### src/hw/rtl/gpio_pkg.sv
// Shared types and codes for the GPIO port with pin interrupts.
package gpio_pkg;

	// Item kinds carried on the input tuser.
	typedef enum logic [1:0] {
		KIND_TICK  = 2'd0,
		KIND_READ  = 2'd1,
		KIND_WRITE = 2'd2,
		KIND_NONE  = 2'd3
	} kind_t;

	// Register word offsets.
	typedef enum logic [2:0] {
		OFS_DATA     = 3'd0,
		OFS_DIR      = 3'd1,
		OFS_PAD      = 3'd2,
		OFS_CTL_LOW  = 3'd3,
		OFS_CTL_HIGH = 3'd4,
		OFS_MASK     = 3'd5,
		OFS_STATUS   = 3'd6,
		OFS_NONE     = 3'd7
	} ofs_t;

	// Per-pin trigger modes.
	typedef enum logic [1:0] {
		MODE_LOW  = 2'd0,
		MODE_HIGH = 2'd1,
		MODE_RISE = 2'd2,
		MODE_FALL = 2'd3
	} mode_t;

	localparam int unsigned WORD_W    = 32;
	localparam int unsigned HALF_PINS = 16;
	localparam int unsigned IN_W      = 72;
	localparam int unsigned OUT_W     = 104;

	// Control handed to one pin lane for the current item.
	typedef struct packed {
		logic tick;
		logic clear;
	} lane_ctl_t;

	// Interrupt lines out of the merging stage.
	typedef struct packed {
		logic high;
		logic low;
	} irq_t;

	// One result item, last field in the lowest bits.
	typedef struct packed {
		logic              irq_upper;
		logic              irq_low;
		logic [WORD_W-1:0] pad_dir;
		logic [WORD_W-1:0] pad_out;
		logic [WORD_W-1:0] read_data;
	} result_t;

	localparam int unsigned RES_W = $bits(result_t);

endpackage

### src/hw/rtl/gpio_port_with_pin_interrupts.sv
// Top level of the GPIO port: register file, pin lanes, merge and output buffer.
//
//  channel   direction  tdata (low bit first)                        tuser
//  s_axis    in         reg_offset, write_data, pad_in, zero pad     kind
//  m_axis    out        read_data, pad_out, pad_dir, irq_low,        none
//                       irq_upper, zero pad
//
// The lanes and the merge are one level of logic in front of the state
// registers and the output register.
// An item is accepted each cycle while the two-entry output buffer has room;
// a stalled result sits in the output register and a second one in the skid.
// Reset clears the state registers and empties both buffer entries at once.
module gpio_port_with_pin_interrupts
	import gpio_pkg::*;
#(
	parameter int unsigned PIN_COUNT = 32
) (
	input  logic             clk,
	input  logic             arst_n,
	input  logic             s_axis_tvalid,
	output logic             s_axis_tready,
	input  logic [IN_W-1:0]  s_axis_tdata,  // reg_offset, write_data, pad_in
	input  logic [1:0]       s_axis_tuser,  // kind
	output logic             m_axis_tvalid,
	input  logic             m_axis_tready,
	output logic [OUT_W-1:0] m_axis_tdata   // read_data, pad_out, pad_dir, irq_low, irq_upper
);

	logic in_fire;
	kind_t kind;
	ofs_t ofs;
	logic [WORD_W-1:0] wdata;
	logic [WORD_W-1:0] pads;

	logic [PIN_COUNT-1:0] data_q, dir_q, mask_q, status_q, pad_q;
	logic [WORD_W-1:0] ctl_low_q, ctl_high_q;

	logic [PIN_COUNT-1:0] data_nxt, dir_nxt, mask_nxt, status_nxt, pad_nxt;
	logic [WORD_W-1:0] ctl_low_nxt, ctl_high_nxt;
	logic [WORD_W-1:0] rdata;
	logic is_wr, is_tick;
	irq_t irq;
	result_t res;

	result_t out_q, skid_q;
	logic out_vld_q, skid_vld_q;

	// Unpack the input item.
	assign kind    = kind_t'(s_axis_tuser);
	assign ofs     = ofs_t'(s_axis_tdata[2:0]);
	assign wdata   = s_axis_tdata[34:3];
	assign pads    = s_axis_tdata[66:35];
	assign is_wr   = (kind == KIND_WRITE);
	assign is_tick = (kind == KIND_TICK);
	assign in_fire = s_axis_tvalid && s_axis_tready;

	// Register reads see the state before the item.
	always_comb begin
		rdata = '0;
		if (kind == KIND_READ) begin
			unique case (ofs)
				OFS_DATA:     rdata = WORD_W'(data_q);
				OFS_DIR:      rdata = WORD_W'(dir_q);
				OFS_PAD:      rdata = WORD_W'(pad_q);
				OFS_CTL_LOW:  rdata = ctl_low_q;
				OFS_CTL_HIGH: rdata = ctl_high_q;
				OFS_MASK:     rdata = WORD_W'(mask_q);
				OFS_STATUS:   rdata = WORD_W'(status_q);
				OFS_NONE:     rdata = '0;
			endcase
		end
	end

	// Next values of the plain word registers.
	always_comb begin
		data_nxt     = (is_wr && ofs == OFS_DATA) ? wdata[PIN_COUNT-1:0] : data_q;
		dir_nxt      = (is_wr && ofs == OFS_DIR) ? wdata[PIN_COUNT-1:0] : dir_q;
		mask_nxt     = (is_wr && ofs == OFS_MASK) ? wdata[PIN_COUNT-1:0] : mask_q;
		ctl_low_nxt  = (is_wr && ofs == OFS_CTL_LOW) ? wdata : ctl_low_q;
		ctl_high_nxt = (is_wr && ofs == OFS_CTL_HIGH) ? wdata : ctl_high_q;
		pad_nxt      = is_tick ? pads[PIN_COUNT-1:0] : pad_q;
	end

	// One detection lane per pin.
	for (genvar i = 0; i < PIN_COUNT; i++) begin : g_lane
		localparam int unsigned SLOT = i % HALF_PINS;
		mode_t mode;
		lane_ctl_t ctl;

		if (i < HALF_PINS) begin : g_lo
			assign mode = mode_t'(ctl_low_q[2*SLOT +: 2]);
		end else begin : g_hi
			assign mode = mode_t'(ctl_high_q[2*SLOT +: 2]);
		end

		assign ctl.tick  = is_tick;
		assign ctl.clear = is_wr && (ofs == OFS_STATUS) && wdata[i];

		gpio_pin_lane u_lane (
			.mode       (mode),
			.pad_now    (pads[i]),
			.pad_old    (pad_q[i]),
			.status     (status_q[i]),
			.ctl        (ctl),
			.status_nxt (status_nxt[i])
		);
	end

	// Interrupt lines from the state after the item.
	gpio_irq_merge #(
		.PIN_COUNT (PIN_COUNT)
	) u_merge (
		.pending (status_nxt & mask_nxt),
		.irq     (irq)
	);

	// Assemble the result item.
	always_comb begin
		res.read_data = rdata;
		res.pad_out   = WORD_W'(data_nxt);
		res.pad_dir   = WORD_W'(dir_nxt);
		res.irq_low   = irq.low;
		res.irq_upper = irq.high;
	end

	// State registers advance on each accepted item.
	always_ff @(posedge clk or negedge arst_n) begin
		if (!arst_n) begin
			data_q     <= '0;
			dir_q      <= '0;
			mask_q     <= '0;
			status_q   <= '0;
			pad_q      <= '0;
			ctl_low_q  <= '0;
			ctl_high_q <= '0;
		end else if (in_fire) begin
			data_q     <= data_nxt;
			dir_q      <= dir_nxt;
			mask_q     <= mask_nxt;
			status_q   <= status_nxt;
			pad_q      <= pad_nxt;
			ctl_low_q  <= ctl_low_nxt;
			ctl_high_q <= ctl_high_nxt;
		end
	end

	// Output register with a skid entry behind it.
	assign s_axis_tready = !skid_vld_q;

	always_ff @(posedge clk or negedge arst_n) begin
		if (!arst_n) begin
			out_vld_q  <= 1'b0;
			skid_vld_q <= 1'b0;
		end else begin
			if (!out_vld_q || m_axis_tready) begin
				out_vld_q  <= skid_vld_q || in_fire;
				skid_vld_q <= 1'b0;
			end else if (in_fire) begin
				skid_vld_q <= 1'b1;
			end
		end
	end

	// Payload of the buffer entries.
	always_ff @(posedge clk) begin
		if (!out_vld_q || m_axis_tready) begin
			if (skid_vld_q) begin
				out_q <= skid_q;
			end else if (in_fire) begin
				out_q <= res;
			end
		end else if (in_fire) begin
			skid_q <= res;
		end
	end

	assign m_axis_tvalid = out_vld_q;
	assign m_axis_tdata  = {(OUT_W - RES_W)'(0), out_q};

endmodule

### src/hw/rtl/gpio_pin_lane.sv
// One pin lane: trigger detection and next value of the pin's status bit.
module gpio_pin_lane
	import gpio_pkg::*;
(
	input  mode_t     mode,
	input  logic      pad_now,
	input  logic      pad_old,
	input  logic      status,
	input  lane_ctl_t ctl,
	output logic      status_nxt
);

	logic hit;

	// Condition of the pin under its trigger mode.
	always_comb begin
		unique case (mode)
			MODE_LOW:  hit = ~pad_now;
			MODE_HIGH: hit = pad_now;
			MODE_RISE: hit = pad_now & ~pad_old;
			MODE_FALL: hit = ~pad_now & pad_old;
		endcase
	end

	// A tick on which the trigger hits sets the sticky bit; a status write of one clears it.
	always_comb begin
		priority if (ctl.tick) begin
			status_nxt = status | hit;
		end else if (ctl.clear) begin
			status_nxt = 1'b0;
		end else begin
			status_nxt = status;
		end
	end

endmodule

### src/hw/rtl/gpio_irq_merge.sv
// Merging stage: folds the masked pending bits of all lanes into two lines.
module gpio_irq_merge
	import gpio_pkg::*;
#(
	parameter int unsigned PIN_COUNT = 32
) (
	input  logic [PIN_COUNT-1:0] pending,
	output irq_t                 irq
);

	logic [WORD_W-1:0] pending_w;

	// Lower half of the pins drives the low line, upper half the high line.
	always_comb begin
		pending_w = WORD_W'(pending);
		irq.low   = |pending_w[HALF_PINS-1:0];
		irq.high  = |pending_w[WORD_W-1:HALF_PINS];
	end

endmodule

### config.mk
export PLATFORM = sky130hd
export DESIGN_NAME = gpio_port_with_pin_interrupts
export DESIGN_NICKNAME = d
export VERILOG_FILES = /design/src/hw/rtl/gpio_pkg.sv /design/src/hw/rtl/gpio_port_with_pin_interrupts.sv /design/src/hw/rtl/gpio_pin_lane.sv /design/src/hw/rtl/gpio_irq_merge.sv
export SDC_FILE = /design/constraint.sdc
export NUM_CORES = 1
export LEC_CHECK = 0
export ABC_AREA = 1
export BUFFER_PORTS_ARGS = -buffer_cell sky130_fd_sc_hd__buf_4
export CAP_MARGIN = 20
export CORE_ASPECT_RATIO = 1.2
export CORE_MARGIN = 5
export CORE_UTILIZATION = 50
export DETAILED_ROUTE_END_ITERATION = 6
export PLACE_DENSITY = 0.69
export SKIP_LAST_GASP = 1
export SLEW_MARGIN = 20
export SYNTH_ARGS = -nofsm -noshare
export SYNTH_HDL_FRONTEND = slang
export SYNTH_HIERARCHICAL = 1
export SYNTH_SLANG_ARGS = --single-unit
### constraint.sdc
create_clock -name clk -period 8.4 [get_ports clk]
set_input_delay 0 -clock clk [delete_from_list [all_inputs] [get_ports clk]]
set_output_delay 0 -clock clk [all_outputs]
set_load 0.02 [all_outputs]
# [After elaboration in Yosys (flattened, before gate mapping)]
# Cells that the tools add are included.
[totals] elab_cells=477 register_bits=422 output_inout_bits=106
[op_classes] n_eq_ne=105 muxes=105 bitwise=162 n_reduce_logical=86
[op_table] cell="one-hot mux 32 bit (8 select lines)" count=1
[op_table] cell="two-way mux 98 bit" count=2
[op_table] cell="equality test 2 bit, second input constant" count=65
[op_table] cell="two-way mux 32 bit" count=4
[op_table] cell="one-hot mux 1 bit (4 select lines)" count=32
[op_table] cell="equality test 2 x 1 -> 1 bit, second input constant" count=33
[op_table] cell="zero test 2 bit" count=33
[op_table] cell="two-way mux 1 bit" count=66
[op_table] cell="NOT 1 bit" count=65
[op_table] cell="AND 1 bit" count=64
[op_table] cell="logical AND 1 bit" count=39
[op_table] cell="AND 32 bit" count=1
[op_table] cell="bitwise OR 1 bit" count=32
[op_table] cell="OR reduction 16 bit" count=2
[op_table] cell="equality test 3 bit, second input constant" count=4
[op_table] cell="AND reduction 2 bit" count=5
[op_table] cell="equality test 3 x 2 -> 1 bit, second input constant" count=2
[op_table] cell="nonzero test 2 bit" count=2
[op_table] cell="equality test 3 x 1 -> 1 bit, second input constant" count=1
[op_table] cell="zero test 3 bit" count=1
[op_table] cell="zero test 1 bit" count=2
[op_table] cell="logical OR 1 bit" count=2

# [Logic depth before layout (Yosys ltp)]
# Gate-level depths: netlist (run 1).
[depth] word_depth=9 mapped_depth=17

# [Modules after synthesis]
# The synthesis (run 1) kept the hierarchy.
[modules_own_cells] module="gpio_port_with_pin_interrupts" area_per_inst_um2=19717.7 instances=1 seq_area_each_um2=11541.1 cells_per_inst=2190
[modules_own_cells] module="gpio_pin_lane" area_per_inst_um2=80.1 instances=32 seq_area_each_um2=0.0 cells_per_inst=20
[modules_own_cells] module="gpio_irq_merge" area_per_inst_um2=112.6 instances=1 seq_area_each_um2=0.0 cells_per_inst=30

# [Least setup slack after synthesis (run 1)]
# Ideal clock, no wire load.
[synth_path] path_type="reg2reg" startpoint="reg skid_vld_q" endpoint="reg skid_q[0] in the netlist's numbering (enable)" setup_slack_ns=2.812 required_time_ns=7.844 period_less_slack_ns=5.588 arrival_ns=5.033 path_stages_with_launch=6 cell_sequence="dfrtp_1 -> inv_2 -> nand2_2 -> buf_2 -> clkbuf_1 -> nor2_1"
[synth_via] elab_chain_len=3
[synth_lines] element="start, declared" line="gpio_port_with_pin_interrupts.sv:46" source="logic out_vld_q, skid_vld_q;"
[synth_lines] element="start signal, assigned" line="gpio_port_with_pin_interrupts.sv:153" source="skid_vld_q <= 1'b0;"
[synth_lines] element="start signal, assigned" line="gpio_port_with_pin_interrupts.sv:157" source="skid_vld_q <= 1'b0;"
[synth_lines] element="start signal, assigned" line="gpio_port_with_pin_interrupts.sv:159" source="skid_vld_q <= 1'b1;"
[synth_lines] element="zero test 1 bit" line="gpio_port_with_pin_interrupts.sv:148" source="assign s_axis_tready = !skid_vld_q;"
[synth_lines] element="logical AND 1 bit" line="gpio_port_with_pin_interrupts.sv:55" source="assign in_fire = s_axis_tvalid && s_axis_tready;"
[synth_lines] element="AND reduction 2 bit (no line)"
[synth_lines] element="end signal, assigned" line="gpio_port_with_pin_interrupts.sv:173" source="skid_q <= res;"
[synth_lines] element="end, declared" line="gpio_port_with_pin_interrupts.sv:45" source="result_t out_q, skid_q;"
# No other way between the ends.
# A chain may end at the register's enable or synchronous reset.

# [Worst setup path in the final report (run 1)]
[layout_path] startpoint="reg skid_vld_q" endpoint="reg skid_q[80] in the netlist's numbering (enable)"
# Same word-level chain as after synthesis.

==> out/metrics.yaml, run 1 <==
status: "completed"
synth_cells: 2860
via_per_inst: 5.52
cts_made_buffers: 42
htree_levels: 2
synthesis.area_um2: 22400
setup_ws_ns: 4.52
path_class: "flip-flop to flip-flop"
cp_max_fo: 69
clock_latency_ns: 0.55
critical_path_required_ns: 8.58
r2r-start: "skid_vld_q"
cts_setup_buffers: 0
place_area_um2: 23900
finClkSkew_ns: 0.0124
path_buf_inv: 3
hold_violations: 0
ir_drop_uv: 122
gp_congestion: 0.865
clkTransAtPathRegs_ns: 0.06
fin_crit_ns: 3.88
track_usage: 0.267
cts_root_buf: "clkbuf_16"
worstHoldPathType: "input port to async pin"
arrival_ns: 4.06
worst-r2r-setup-slack_ns: 4.52
drive_above_1_share: 0.109
critical_path.cell_chain: "inv_2, nand2_8, nor2_4, buf_4, buf_4"
grt_overflow: 0
power_leakage_uw: 0.0132
drt_pass1_iterations: 6
cp_slowest_cell: "buf_4"
die-height_um: 242
grt_max_degree: 102
ys.flop_type: "dfrtp_1"
cp_common_cell: "buf_4"
grt_pass1_wl_um: 105000
clk_path_buf_depth: 3
wl_um: 67800
cpPeakStageDelay_ns: 0.73
first_global_vias: 18500
yosysSeqAreaShare: 0.515
vias: 19900
start_util: 0.503
ys_ff_latch: 422
port_buffers: 172
setup_viol: 0
synth.distinct_cells: 26
yosysMostFrequentCell: "nand2_1"
crit_path_end_kind: "flip-flop"
fmax_mhz: 258
critPathTopFamily: "buffers and inverters"
p_total_uw: 6280
synth_edf_count: 196
fin_util: 0.583
period_share: 0.461
avgSynthCellArea_um2: 7.83
dpl.hpwl_um: 44800
cts_sinks: 422
ctsResizeCount: 0
wire_per_inst_um: 18.8
ys_top_cells_by_count: "nand2_1 (849), inv_1 (452), o21ai_1 (271)"
die-width_um: 203
dieArea_um2: 49100
hold_buffers: 68
yosys_warnings: 6
nets: 3090
relSlewSlack: 0.224
fp-row-count: 85
timing.max_cap.violations: 0
final_area_um2: 26000
drv_slew: 0
worst_slew_pin_slew_ns: 1.16
fin_setup_tns_ns: 0
synthArstFlopShare: 0.536
fillers: 3887
yosysTopAreaCellShare: 0.263
first_iter_violations: 2150
ant_nets: 0
drc_errors: 0
synth.area.top_cells: "edfxtp_1 (26%), dfrtp_1 (25%), nand2_1 (14%)"
cts_tree: "yes"
rsz0062_at_grt: "no"
yosys.area.top_type: "edfxtp_1"
grt_antenna_before_repair: 1
r2r-end: "skid_q[80]"
pre_cts_slack_ns: 4.50
area_growth_pct: 16.0
power_density_nw_per_um2: 242
core_region_area_um2: 44600
io_pins: 184
start_kind: "flip-flop"
reg2regPathDepth: 5
[logic make-up (layout without fill, tap and decap cells)]
family          count (synthesis)  count (layout)  share of synthesized area
compound gates                448             448                      0.107
buf+inv                       619             798                      0.110
simple gates                 1338            1338                      0.252
other cells                     1               7                   0.000167
mux                            32              32                     0.0161
flops                         422             422                      0.515
[sequential cells by signal, indices dropped and copies added, names as in the netlist]
register / count
ctl_high_q: 32
ctl_low_q: 32
data_q: 32
dir_q: 32
m_axis_tdata: 98
m_axis_tvalid: 1
mask_q: 32
pad_q: 32
skid_q: 98
skid_vld_q: 1
status_q: 32
[cell type report]
class | count | area (µm²) | area share
clock buffers | 63 | 1280 | 0.0494
flip-flops and latches | 422 | 11500 | 0.444
inverters | 459 | 1720 | 0.0663
well taps | 565 | 707 | 0.0272
clock inverters | 13 | 98.8 | 0.00380
repair buffers | 263 | 2170 | 0.0835
multi-input cells | 1824 | 8450 | 0.325
diodes | 1 | 2.50 | 0.0000963
[worst max path at each step]
stage | start | endpoint | slack (ns) | depth (start not counted)
6_report | skid_vld_q | skid_q[80] | 4.52 | 5
4_1_cts | skid_vld_q | skid_q[80] | 4.49 | 5
2_1_floorplan | skid_vld_q | skid_q[0] | 2.81 | 5
3_5_place_dp | skid_vld_q | skid_q[64] | 4.50 | 5
3_3_place_gp | skid_vld_q | skid_q[47] | 4.54 | 5
5_1_grt | skid_vld_q | skid_q[80] | 4.40 | 5
[cell usage in the layout, fill, tap and decap left out, types with 9 or more instances in the layout]
| cell | count |
|---|---|
| nand2_1 | 849 |
| inv_1 | 452 |
| o21ai_1 | 271 |
| dfrtp_1 | 225 |
| nor2_1 | 217 |
| edfxtp_1 | 196 |
| buf_4 | 192 |
| nand4_1 | 160 |
| nand3_1 | 99 |
| o21ai_0 | 93 |
| dlygate4sd3_1 | 68 |
| clkbuf_16 | 45 |
| a21oi_1 | 32 |
| mux2_2 | 32 |
| o21bai_1 | 32 |
| o21ai_2 | 20 |
| clkbuf_8 | 9 |
| clkbuf_1 | 9 |
[worst reg2reg max path, cell delays in order, from the launching register on]
cell and delay, ns:
dfrtp_4 0.47, inv_2 0.72, nand2_8 0.50, nor2_4 0.43
buf_4 0.73, buf_4 0.64
[report_power, final]
group	leakage, µW	internal (µW)	switching [µW]
logic	0.00769	531	958
clock network	0.000676	1090	809
registers	0.00483	2590	302
[layer usage]
layer	share of wire	vias up	global-route usage
li1	-	9493	-
met5	0	-	0
met2	0.45	929	0.409
met1	0.42	9351	0.379
met3	0.097	161	0.0520
met4	0.040	0	0.100
[metrics by stage]
| step | hold WS [ns] | std cells |
|---|---|---|
| 3_3_place_gp | 0.0718 | 3464 |
| 4_1_cts | 0.0330 | 3608 |
| 2_1_floorplan | -0.296 | 2865 |
| 6_report | 0.0439 | 3610 |
| 5_1_grt | 0.0724 | 3610 |
| 3_5_place_dp | 0.0724 | 3464 |
Power figures use the tool's default switching activity.
==> run 2: changes to the inputs <==
PLACE_DENSITY = 0.71   (was 0.69)
clock period = 3.4 ns   (was 8.4 ns; I/O delays follow)
==> run 2 against run 1 <==
Net effect: largest power group unchanged; critical path type unchanged; cell area is 0.91% higher; hold slack gained 0.0057 ns; global-route usage down 0.074 points; the run now ends with design-rule violations left.
==> out/metrics.yaml, run 2 (same netlist as run 1, synthesis figures left out) <==
status: "finished with violations"
violations: "design-rule violations"
start_util: 0.503
fin_setup_tns_ns: 0
relSlewSlack: 0.322
cts_made_buffers: 43
internal_power_uw: 10700
arrival_ns: 2.85
worst-r2r-setup-slack_ns: 0.98
die-height_um: 242
seqPwrFrac: 0.452
grt_antenna_before_repair: 1
finClkSkew_ns: 0.00843
wire_per_inst_um: 18.6
crit_path_end_kind: "flip-flop"
setup_viol: 0
layout_common_cells: "nand2_1 (849), inv_1 (452), o21ai_1 (271)"
htree_levels: 2
nets: 3107
p_switching_uw: 5120
wl_um: 67400
worst_slew_pin_slew_ns: 1.02
power_density_nw_per_um2: 604
drv_slew: 0
drc_errors: 7
cp_max_fo: 36
hold_violations: 0
core_region_area_um2: 44600
rsz0062_at_grt: "no"
cts_sinks: 422
fillers: 3835
start_kind: "flip-flop"
ctsResizeCount: 0
port_buffers: 172
dpl.hpwl_um: 45600
first_iter_violations: 2315
via_per_inst: 5.54
drive_above_1_share: 0.113
fp-row-count: 85
area_growth_pct: 17.1
worstHoldPathType: "input port to async pin"
r2r-start: "skid_vld_q"
cts_root_buf: "clkbuf_16"
first_global_vias: 18600
grt_overflow: 0
place_area_um2: 24100
period_share: 0.712
cts_tree: "yes"
reg2regPathDepth: 5
vias: 20100
layout_commonest_cell: "nand2_1"
ir_drop_uv: 326
final_area_um2: 26200
grt_max_degree: 257
pwr-share-comb: 0.234
power_leakage_uw: 0.0133
dieArea_um2: 49100
fin_crit_ns: 2.42
track_usage: 0.266
clock_latency_ns: 0.55
fin_util: 0.588
path_class: "flip-flop to flip-flop"
clk_path_buf_depth: 3
timing.max_cap.violations: 0
clkTransAtPathRegs_ns: 0.06
switching_share: 0.323
grt_pass1_wl_um: 105000
clkPwrFrac: 0.314
r2r-end: "pad_q[1]"
gp_congestion: 0.913
critical_path_required_ns: 3.83
ant_nets: 0
fmax_mhz: 413
drt_pass1_iterations: 7
die-width_um: 203
io_pins: 184
[run 2: worst max-delay path by stage]
stage / from / slack, ns / cells after the start / endpoint
2_1_floorplan: skid_vld_q / 0.55 / 5 / skid_q[0]
6_report: skid_vld_q / 0.98 / 5 / pad_q[1]
4_1_cts: skid_vld_q / 1.01 / 5 / pad_q[1]
3_3_place_gp: s_axis_tdata[0] / 0.85 / 13 / m_axis_tdata[96]
5_1_grt: skid_vld_q / 0.91 / 5 / pad_q[1]
3_5_place_dp: s_axis_tdata[0] / 0.80 / 13 / m_axis_tdata[96]
[run 2: per-layer routing]
layer,part of all wire,GRT usage,vias to the layer above
met3,0.093,0.0430,157
met1,0.42,0.384,9403
met5,0,0,-
li1,-,-,9511
met2,0.45,0.406,1030
met4,0.040,0.102,0
[run 2: final cells by class]
class	instances	area, µm²	share of cell area
Timing Repair Buffer	279	2320	0.0886
Tap cell	565	707	0.0270
Clock buffer	68	1290	0.0493
Multi-Input combinational cell	1824	8450	0.322
Inverter	459	1720	0.0657
Sequential cell	422	11500	0.440
Antenna cell	1	2.50	0.0000955
Clock inverter	10	178	0.00678
[run 2: timing repair]
action	CTS	global route
hold endpoints to repair	406	0
buffers inserted	0	0
hold buffers	68	0
[run 2: critical path, cell delays in order, from the launching register on]
cell     delay [ns]
dfrtp_4        0.68
inv_2          0.14
buf_4          0.33
nand3_1        0.16
buf_4          0.55
mux2_2         0.42
[run 2: power by group through the flow]
stage | clock, µW | sequential, µW | combinational, µW
CTS | 5050 | 7140 | 3670
global route | 5240 | 7260 | 4150
finish | 4970 | 7160 | 3700
floorplan | 0 | 7180 | 2310
global placement | 0 | 7180 | 3430
detailed placement | 0 | 7230 | 3580
[run 2: metrics by stage]
stage	power [µW]	worst slack [ns]	hold slack [ns]	cells
after floorplan	9480	0.548	-0.296	2865
after global placement	10600	0.846	0.101	3481
after detailed placement	10800	0.795	0.102	3481
after CTS	15900	1.01	0.0524	3627
after global routing	16700	0.912	0.146	3628
final	15800	0.978	0.0496	3628
